==> config.mk <==
export PLATFORM = sky130hd
export DESIGN_NAME = texture_feedback_page_run_merge_top
export DESIGN_NICKNAME = d
export VERILOG_FILES = /design/src/rtl/tfprm_pkg.sv /design/src/rtl/tfprm_front.sv /design/src/rtl/tfprm_queue.sv /design/src/rtl/tfprm_back.sv /design/src/rtl/texture_feedback_page_run_merge_top.sv
export SDC_FILE = /design/constraint.sdc
export NUM_CORES = 1
export LEC_CHECK = 0
export BUFFER_PORTS_ARGS = -buffer_cell sky130_fd_sc_hd__buf_2
export CORE_MARGIN = 8
export CORE_UTILIZATION = 29
export CTS_CLUSTER_DIAMETER = 100
export DETAILED_ROUTE_END_ITERATION = 8
export PLACE_DENSITY = 0.47
export SLEW_MARGIN = 15
export SYNTH_ARGS = -nofsm -noshare
export SYNTH_HDL_FRONTEND = slang
export SYNTH_SLANG_ARGS = --single-unit
==> constraint.sdc <==
create_clock -name clk -period 13 [get_ports clk]
set_input_delay 2.6 -clock clk [delete_from_list [all_inputs] [get_ports clk]]
set_output_delay 2.6 -clock clk [all_outputs]
set_load 0.03 [all_outputs]
==> src/rtl/tfprm_pkg.sv <==
`timescale 1ns / 1ps
`default_nettype none
package tfprm_pkg;

  localparam int COUNT_BITS = 24;
  localparam int NUM_SPACES = 16;

  localparam int PIXEL_W    = 32;
  localparam int COORD_W    = 12;
  localparam int LEVEL_W    = 4;
  localparam int ID_W       = 4;
  localparam int DIM_W      = 2;
  localparam int ADDR_W     = 24;
  localparam int REQ_W      = 24;
  localparam int SHIFT_W    = 6;

  localparam int MAXL_TBL_W = NUM_SPACES * LEVEL_W;
  localparam int DIM_TBL_W  = NUM_SPACES * DIM_W;

  localparam int CFG_IDX_W  = 2;
  localparam int CFG_DATA_W = MAXL_TBL_W;

  localparam logic [CFG_IDX_W-1:0] CFG_MAX_LEVEL = 2'd0;
  localparam logic [CFG_IDX_W-1:0] CFG_DIMENSION = 2'd1;

  localparam logic [PIXEL_W-1:0]    SKIP_WORD      = '1;
  localparam logic [MAXL_TBL_W-1:0] MAXL_TBL_RESET = '1;
  localparam logic [DIM_TBL_W-1:0]  DIM_TBL_RESET  = {NUM_SPACES{2'b10}};

  localparam int QDEPTH     = 4;
  localparam int QPTR_W     = $clog2(QDEPTH);
  localparam int OBUF_DEPTH = 2;
  localparam int OPTR_W     = 1;

  typedef struct packed {
    logic [PIXEL_W-1:0] pixel;
    logic               skip;
    logic               frame_end;
    logic [ID_W-1:0]    space_id;
    logic [LEVEL_W-1:0] level;
    logic [ADDR_W-1:0]  addr;
  } item_t;

  typedef struct packed {
    logic [ID_W-1:0]    space_id;
    logic [LEVEL_W-1:0] level;
    logic [ADDR_W-1:0]  addr;
    logic [REQ_W-1:0]   count;
    logic               last;
  } result_t;

  typedef struct packed {
    logic [QPTR_W:0] count;
  } q_status_t;

  typedef struct packed {
    logic          run_valid;
    logic [OPTR_W:0] ocount;
  } bk_status_t;

  // Put x on the even bits and y on the odd bits.
  function automatic logic [ADDR_W-1:0] interleave(input logic [COORD_W-1:0] x,
                                                   input logic [COORD_W-1:0] y);
    logic [ADDR_W-1:0] r;
    r = '0;
    for (int i = 0; i < COORD_W; i++) begin
      r[2*i]   = x[i];
      r[2*i+1] = y[i];
    end
    return r;
  endfunction

endpackage
`default_nettype wire

==> src/rtl/tfprm_front.sv <==
`timescale 1ns / 1ps
`default_nettype none
module tfprm_front (
  input  wire                               clk,
  input  wire                               rst_n,
  input  wire                               cfg_we,
  input  wire [tfprm_pkg::CFG_IDX_W-1:0]    cfg_index,
  input  wire [tfprm_pkg::CFG_DATA_W-1:0]   cfg_wdata,
  input  wire [tfprm_pkg::PIXEL_W-1:0]      in_pixel,
  input  wire                               in_frame_end,
  output tfprm_pkg::item_t                  item
);
  import tfprm_pkg::*;

  logic [MAXL_TBL_W-1:0] max_level_r;
  logic [DIM_TBL_W-1:0]  dimension_r;

  logic [COORD_W-1:0] px, py;
  logic [LEVEL_W-1:0] lvl_raw, lvl_max, lvl;
  logic [ID_W-1:0]    id;
  logic [DIM_W-1:0]   dims;
  logic [SHIFT_W-1:0] shift;
  logic [ADDR_W-1:0]  morton, mask;

  always_ff @(posedge clk) begin
    if (!rst_n) begin
      max_level_r <= MAXL_TBL_RESET;
      dimension_r <= DIM_TBL_RESET;
    end else if (cfg_we) begin
      if (cfg_index == CFG_MAX_LEVEL) begin
        max_level_r <= cfg_wdata;
      end else if (cfg_index == CFG_DIMENSION) begin
        dimension_r <= cfg_wdata[DIM_TBL_W-1:0];
      end
    end
  end

  always_comb begin
    px      = in_pixel[COORD_W-1:0];
    py      = in_pixel[2*COORD_W-1:COORD_W];
    lvl_raw = in_pixel[2*COORD_W+LEVEL_W-1:2*COORD_W];
    id      = in_pixel[PIXEL_W-1:PIXEL_W-ID_W];
    lvl_max = max_level_r[id*LEVEL_W +: LEVEL_W];
    dims    = dimension_r[id*DIM_W +: DIM_W];
    lvl     = (lvl_raw > lvl_max) ? lvl_max : lvl_raw;
    shift   = SHIFT_W'(dims) * SHIFT_W'(lvl);
    morton  = interleave(px, py);
    // a shift past the address width clears the whole address
    mask    = (shift >= SHIFT_W'(ADDR_W)) ? '0 : ({ADDR_W{1'b1}} << shift);

    item.pixel     = in_pixel;
    item.skip      = (in_pixel == SKIP_WORD);
    item.frame_end = in_frame_end;
    item.space_id  = id;
    item.level     = lvl;
    item.addr      = morton & mask;
  end

endmodule
`default_nettype wire

==> src/rtl/tfprm_queue.sv <==
`timescale 1ns / 1ps
`default_nettype none
module tfprm_queue (
  input  wire                  clk,
  input  wire                  rst_n,
  input  wire                  push,
  input  tfprm_pkg::item_t     push_item,
  output logic                 can_push,
  input  wire                  pop,
  output logic                 head_valid,
  output tfprm_pkg::item_t     head_item,
  output tfprm_pkg::q_status_t status
);
  import tfprm_pkg::*;

  item_t             slot_r [QDEPTH];
  logic [QPTR_W-1:0] wp_r, rp_r;
  logic [QPTR_W:0]   count_r, count_nxt;

  always_comb begin
    count_nxt = count_r + (QPTR_W+1)'(push) - (QPTR_W+1)'(pop);
  end

  always_ff @(posedge clk) begin
    if (!rst_n) begin
      wp_r    <= '0;
      rp_r    <= '0;
      count_r <= '0;
    end else begin
      if (push) wp_r <= wp_r + 1'b1;
      if (pop)  rp_r <= rp_r + 1'b1;
      count_r <= count_nxt;
    end
  end

  always_ff @(posedge clk) begin
    if (push) slot_r[wp_r] <= push_item;
  end

  assign can_push     = (count_r != (QPTR_W+1)'(QDEPTH));
  assign head_valid   = (count_r != '0);
  assign head_item    = slot_r[rp_r];
  assign status.count = count_r;

endmodule
`default_nettype wire

==> src/rtl/tfprm_back.sv <==
`timescale 1ns / 1ps
`default_nettype none
module tfprm_back (
  input  wire                                clk,
  input  wire                                rst_n,
  input  wire                                head_valid,
  input  tfprm_pkg::item_t                   head_item,
  output logic                               pop,
  output logic                               out_valid,
  input  wire                                out_ready,
  output logic [tfprm_pkg::ID_W-1:0]         out_space_id,
  output logic [tfprm_pkg::LEVEL_W-1:0]      out_mip_level,
  output logic [tfprm_pkg::ADDR_W-1:0]       out_page_address,
  output logic [tfprm_pkg::REQ_W-1:0]        out_request_count,
  output logic                               out_last_of_item,
  output tfprm_pkg::bk_status_t              status
);
  import tfprm_pkg::*;

  logic [PIXEL_W-1:0]    prev_r, prev_nxt;
  logic                  run_valid_r, run_valid_nxt;
  logic [ID_W-1:0]       run_id_r, run_id_nxt;
  logic [LEVEL_W-1:0]    run_lvl_r, run_lvl_nxt;
  logic [ADDR_W-1:0]     run_addr_r, run_addr_nxt;
  logic [COUNT_BITS-1:0] run_count_r, run_count_nxt;

  // state after the pixel, before the frame-end flush
  logic [PIXEL_W-1:0]    mid_prev;
  logic                  mid_valid;
  logic [ID_W-1:0]       mid_id;
  logic [LEVEL_W-1:0]    mid_lvl;
  logic [ADDR_W-1:0]     mid_addr;
  logic [COUNT_BITS-1:0] mid_count;
  logic [COUNT_BITS-1:0] bumped;

  logic    merge, emit_old, emit_flush;
  logic [1:0] need;
  logic [2:0] free;
  logic    opop;
  result_t old_res, flush_res;

  result_t         obuf_r [OBUF_DEPTH];
  logic [OPTR_W-1:0] owp_r, orp_r;
  logic [OPTR_W:0]   ocount_r;

  always_comb begin
    bumped = (run_count_r == '1) ? run_count_r : run_count_r + 1'b1;
    merge  = run_valid_r && ((head_item.pixel == prev_r) ||
             (head_item.space_id == run_id_r && head_item.level == run_lvl_r &&
              head_item.addr == run_addr_r));

    mid_prev  = prev_r;
    mid_valid = run_valid_r;
    mid_id    = run_id_r;
    mid_lvl   = run_lvl_r;
    mid_addr  = run_addr_r;
    mid_count = run_count_r;
    if (!head_item.skip) begin
      if (merge) begin
        mid_count = bumped;
      end else begin
        mid_prev  = head_item.pixel;
        mid_valid = 1'b1;
        mid_id    = head_item.space_id;
        mid_lvl   = head_item.level;
        mid_addr  = head_item.addr;
        mid_count = COUNT_BITS'(1);
      end
    end

    emit_old   = !head_item.skip && !merge && run_valid_r;
    emit_flush = head_item.frame_end && mid_valid;
    need       = 2'(emit_old) + 2'(emit_flush);

    opop = out_valid && out_ready;
    free = 3'(OBUF_DEPTH) - 3'(ocount_r) + 3'(opop);
    pop  = head_valid && (free >= 3'(need));

    old_res.space_id = run_id_r;
    old_res.level    = run_lvl_r;
    old_res.addr     = run_addr_r;
    old_res.count    = REQ_W'(run_count_r);
    old_res.last     = !emit_flush;

    flush_res.space_id = mid_id;
    flush_res.level    = mid_lvl;
    flush_res.addr     = mid_addr;
    flush_res.count    = REQ_W'(mid_count);
    flush_res.last     = 1'b1;

    if (head_item.frame_end) begin
      prev_nxt      = SKIP_WORD;
      run_valid_nxt = 1'b0;
      run_id_nxt    = '0;
      run_lvl_nxt   = '0;
      run_addr_nxt  = '0;
      run_count_nxt = '0;
    end else begin
      prev_nxt      = mid_prev;
      run_valid_nxt = mid_valid;
      run_id_nxt    = mid_id;
      run_lvl_nxt   = mid_lvl;
      run_addr_nxt  = mid_addr;
      run_count_nxt = mid_count;
    end
  end

  always_ff @(posedge clk) begin
    if (!rst_n) begin
      prev_r      <= SKIP_WORD;
      run_valid_r <= 1'b0;
      run_id_r    <= '0;
      run_lvl_r   <= '0;
      run_addr_r  <= '0;
      run_count_r <= '0;
    end else if (pop) begin
      prev_r      <= prev_nxt;
      run_valid_r <= run_valid_nxt;
      run_id_r    <= run_id_nxt;
      run_lvl_r   <= run_lvl_nxt;
      run_addr_r  <= run_addr_nxt;
      run_count_r <= run_count_nxt;
    end
  end

  // output buffer: up to two words written per item
  always_ff @(posedge clk) begin
    if (pop) begin
      if (emit_old) begin
        obuf_r[owp_r] <= old_res;
        if (emit_flush) obuf_r[owp_r + 1'b1] <= flush_res;
      end else if (emit_flush) begin
        obuf_r[owp_r] <= flush_res;
      end
    end
  end

  always_ff @(posedge clk) begin
    if (!rst_n) begin
      owp_r    <= '0;
      orp_r    <= '0;
      ocount_r <= '0;
    end else begin
      if (pop) owp_r <= owp_r + OPTR_W'(need);
      if (opop) orp_r <= orp_r + 1'b1;
      ocount_r <= ocount_r + (OPTR_W+1)'(pop ? need : 2'd0) - (OPTR_W+1)'(opop);
    end
  end

  assign out_valid         = (ocount_r != '0);
  assign out_space_id      = obuf_r[orp_r].space_id;
  assign out_mip_level     = obuf_r[orp_r].level;
  assign out_page_address  = obuf_r[orp_r].addr;
  assign out_request_count = obuf_r[orp_r].count;
  assign out_last_of_item  = obuf_r[orp_r].last;

  assign status.run_valid = run_valid_r;
  assign status.ocount    = ocount_r;

endmodule
`default_nettype wire

==> src/rtl/texture_feedback_page_run_merge_top.sv <==
// A pixel accepted into the queue passes the queue and then the output buffer register before
// any result that it gives can be handed over; out_valid comes from the output buffer count.
// Throughput: one pixel per cycle while the queue and the output buffer have room; an item that
// closes a run and flushes at frame end gives two words, which leave the output buffer one at a time.
// The back end takes one queued pixel per cycle while the two-word output buffer has room.
// Reset (rst_n low, synchronous): run state, queue and output buffer clear;
// both tables return to their defaults.
`timescale 1ns / 1ps
`default_nettype none
module texture_feedback_page_run_merge_top (
  input  wire                                clk,
  input  wire                                rst_n,
  input  wire                                cfg_we,
  input  wire [tfprm_pkg::CFG_IDX_W-1:0]     cfg_index,
  input  wire [tfprm_pkg::CFG_DATA_W-1:0]    cfg_wdata,
  input  wire                                in_valid,
  output logic                               in_ready,
  input  wire [tfprm_pkg::PIXEL_W-1:0]       in_pixel,
  input  wire                                in_frame_end,
  output logic                               out_valid,
  input  wire                                out_ready,
  output logic [tfprm_pkg::ID_W-1:0]         out_space_id,
  output logic [tfprm_pkg::LEVEL_W-1:0]      out_mip_level,
  output logic [tfprm_pkg::ADDR_W-1:0]       out_page_address,
  output logic [tfprm_pkg::REQ_W-1:0]        out_request_count,
  output logic                               out_last_of_item
);
  import tfprm_pkg::*;

  item_t      dec_item, head_item;
  logic       head_valid, pop, push;
  q_status_t  q_status;
  bk_status_t bk_status;

  assign push = in_valid && in_ready;

  tfprm_front u_front (
    .clk          (clk),
    .rst_n        (rst_n),
    .cfg_we       (cfg_we),
    .cfg_index    (cfg_index),
    .cfg_wdata    (cfg_wdata),
    .in_pixel     (in_pixel),
    .in_frame_end (in_frame_end),
    .item         (dec_item)
  );

  tfprm_queue u_queue (
    .clk        (clk),
    .rst_n      (rst_n),
    .push       (push),
    .push_item  (dec_item),
    .can_push   (in_ready),
    .pop        (pop),
    .head_valid (head_valid),
    .head_item  (head_item),
    .status     (q_status)
  );

  tfprm_back u_back (
    .clk               (clk),
    .rst_n             (rst_n),
    .head_valid        (head_valid),
    .head_item         (head_item),
    .pop               (pop),
    .out_valid         (out_valid),
    .out_ready         (out_ready),
    .out_space_id      (out_space_id),
    .out_mip_level     (out_mip_level),
    .out_page_address  (out_page_address),
    .out_request_count (out_request_count),
    .out_last_of_item  (out_last_of_item),
    .status            (bk_status)
  );

`ifndef ASSERT_OFF
  // never overfill the queue or the output buffer
  a_queue_bound: assert property (@(posedge clk) disable iff (!rst_n)
    q_status.count <= (QPTR_W+1)'(QDEPTH) && bk_status.ocount <= (OPTR_W+1)'(OBUF_DEPTH))
    else $error("queue or output buffer overfilled");

  // a frame-end word leaves no open run behind
  a_frame_flush: assert property (@(posedge clk) disable iff (!rst_n)
    pop && head_item.frame_end |=> !bk_status.run_valid)
    else $error("run still open after frame end");

  // a pixel pushed into an empty pipe cannot reach the output in the cycle after its push
  a_no_bypass: assert property (@(posedge clk) disable iff (!rst_n)
    q_status.count == '0 && bk_status.ocount == '0 |=> !out_valid)
    else $error("result appeared without passing the queue");
`endif

endmodule
`default_nettype wire

==> impl_metrics.ini <==
[sta]
final.setup.tns_ns = 0
finalCritPeriodShare = 0.588
setup_violations = 0
period_needed_ns = 7.65
worst_clock_skew_ns = 0.0272
hold_violations = 0
tightest_slew_ns = 1.16
fmax_mhz = 131
relSlewSlack = 0.222
whs_ns = 0.458
drv_slew = 0
rsz0062_at_grt = no

[cts]
cts_tree = built
clock_latency_ns = 0.64
cts-hold-fix-buffers = 0
cts_buffer_depth = 3
cts.reportedPaths.clkPinSlew_ns = 0.06
cts-root-buf = clkbuf_16
cts_resized = 0
htreeDepth = 2
cts_setup_buffers = 0
clock-sinks = 561
numCtsBuffers = 61

[routing]
wl_um = 67600
vias = 15900
drtPass1Iterations = 5
drc = 0
drtIter0Drc = 1120
antenna_left = 0
viasPerCell = 5.06
wl_per_cell_um = 21.5

[synth]
synth_most_common_cell = edfxtp_1
synth_fp_nets = 1993
yosysSeqAreaShare = 0.611
ys.flop_type = edfxtp_1
syn_avg_cell_area_sq_um = 13.0
yosys.area.top_type = edfxtp_1
ys_ff_latch = 561
synthTopCellsByArea = edfxtp_1 (45%), dfxtp_1 (17%), mux4_2 (8.2%)
async_flop_share = 0
syn_inst = 1865
synthDistinctLibCells = 65
synth_top_area_share = 0.445
ys_warn_count = 0
synth_common_cells = edfxtp_1 (360), nand2_1 (259), dfxtp_1 (201)
synth_edf_count = 360
syn_area_sq_um = 24300

[place]
dp_hpwl_um = 43200
gp_congestion = 0.800
io_buffers = 162

[die]
fp.coreArea_sq_um = 83300
start_util = 0.292
rows = 106
die_h_um = 305
die_w_um = 305
fp.dieArea_sq_um = 93300
num_io_pins = 163

[setup_path]
cp-end-kind = register
path_cells = buf_2 > mux4_2 > mux4_2 > inv_1 > ha_1 > nor2b_1 > o21a_1 > o21a_1 > o21a_1 > mux2i_1 > nor2_1 > ha_1 > fa_1 > xor2_1 > a211oi_2 > and4b_1
worstSetupPathType = primary input to register
crit_path_max_fanout = 29
start_kind = primary input
cp_common_cell = o21a_1
crit_buf_inv = 2
critPathMaxStageDelay_ns = 0.76
worstPathRequired_ns = 13.35
arrival_ns = 8.00
crit_slowest_cell = xor2_1
cpLargestDelayFamily = multiplexers

[finish]
drive_gt1_frac = 0.226
area_growth_pct = 16.6
nNetsFinal = 2124

[power]
p_leak_nw = 9.85
swShare = 0.350
p_comb_frac = 0.323
peakVddDrop_mv = 0.112
clkPwrFrac = 0.285
p_per_area_nw_per_um2 = 214
switchingPower_w = 0.00212
power_frac_seq = 0.392
internal_power_w = 0.00393

[grt]
grtUsageTotal = 0.140
antenna_found_initial = 20
grt_pass1_wl_um = 102000
grt_pass1_vias = 16200
grt_overflow = 0
grt_max_degree = 87

[hold_path]
holdCritPathClass = register to register

[job]
cap_violations = 0

[run_status]
status = complete, no violations
[worst register-to-register path, stage by stage, from the launching register on]
cell and delay [ns]:
dfxtp_4 0.81, buf_4 0.67, mux4_2 0.66, xnor2_1 0.19, nand4_1 0.16, nor4_1 0.90, a22o_1 0.41, a21oi_1 0.14
nand2_1 0.20, inv_1 0.07, ha_1 0.23, inv_1 0.17, ha_1 0.16, o21ai_0 0.07, a21o_1 0.29, nor3_1 0.76
a21oi_1 0.15, nand2_2 0.51, buf_4 0.60
[metal layers]
metal,vias up,GRT usage,share of wire
met1,8040,0.176,0.43
met3,111,0.0285,0.048
met5,-,0,0.0011
met4,12,0.0367,0.022
li1,7379,-,-
met2,354,0.244,0.50
[cells in the final DEF (no fill, tap or decap), types with 60 or more instances in the layout]
cell type / Yosys / layout
nand3_1: 113 / 113
xnor2_1: 74 / 74
buf_2: 22 / 162
clkbuf_16: 0 / 61
a22o_1: 99 / 99
dfxtp_1: 201 / 198
mux2_2: 60 / 60
nor2_1: 67 / 65
mux4_2: 88 / 88
nand2_1: 259 / 257
edfxtp_1: 360 / 360
[final timing paths]
kind,start,endpoint,slack [ns],cells past startpoint
hold / removal,u_front.dimension_r[22]$_SDFFE_PN0P_,u_front.dimension_r[22]$_SDFFE_PN0P_,0.46,2
hold reg to reg,u_front.dimension_r[22]$_SDFFE_PN0P_,u_front.dimension_r[22]$_SDFFE_PN0P_,0.46,2
setup reg to reg,register,u_back.obuf_r[1][37]$_DFFE_PP_,5.46,18
setup / recovery,in_pixel[28],u_queue.slot_r[1][0]$_DFFE_PP_,5.35,16
[metrics by stage]
step	util	total power [W]	instance area [sq um]	cells	setup WS, ns
2_1_floorplan	-	0.00375	24300	1865	4.57
3_3_place_gp	0.315	0.00439	26200	3013	4.34
3_5_place_dp	0.315	0.00441	26200	3013	4.70
4_1_cts	0.339	0.00615	28300	3129	5.21
5_1_grt	0.340	0.00636	28300	3135	4.86
6_report	0.340	0.00605	28300	3141	5.35
[state kept, by name (all words and copies together) (netlist names), 4 cells and up, named ones only]
register             count
u_back.prev_r           32
u_back.run_count_r      24
u_front.max_level_r     64
u_back.run_lvl_r         4
u_queue.slot_r         248
u_back.run_id_r          4
u_back.obuf_r          114
u_back.run_addr_r       24
u_front.dimension_r     32
[kinds of logic (layout without fill, tap and decap cells)]
logic type,after synthesis,count (layout),synth area share
other cells,0,12,0
buf+inv,164,348,0.0271
mux,160,160,0.114
simple gates,556,556,0.104
fa+ha+maj,24,24,0.0130
xor+xnor,82,82,0.0296
flops,561,561,0.611
compound gates,318,318,0.101
[power by group through the flow]
stage | Combinational (W) | Clock, W | Sequential [W]
CTS | 0.00201 | 0.00177 | 0.00238
global placement | 0.00199 | 0 | 0.00240
floorplan | 0.00138 | 0 | 0.00237
finish | 0.00195 | 0.00173 | 0.00237
global route | 0.00212 | 0.00184 | 0.00241
detailed placement | 0.00200 | 0 | 0.00241
[layout make-up]
type | count | area, sq um
Tap cell | 1080 | 1350
Sequential cell | 561 | 14800
Multi-Input combinational cell | 1140 | 8880
Clock inverter | 39 | 403
Inverter | 42 | 158
Antenna cell | 12 | 30.0
Fill cell | 8159 | 55000
Timing Repair Buffer | 190 | 1020
Clock buffer | 77 | 1630
Power figures use the tool's default switching activity.
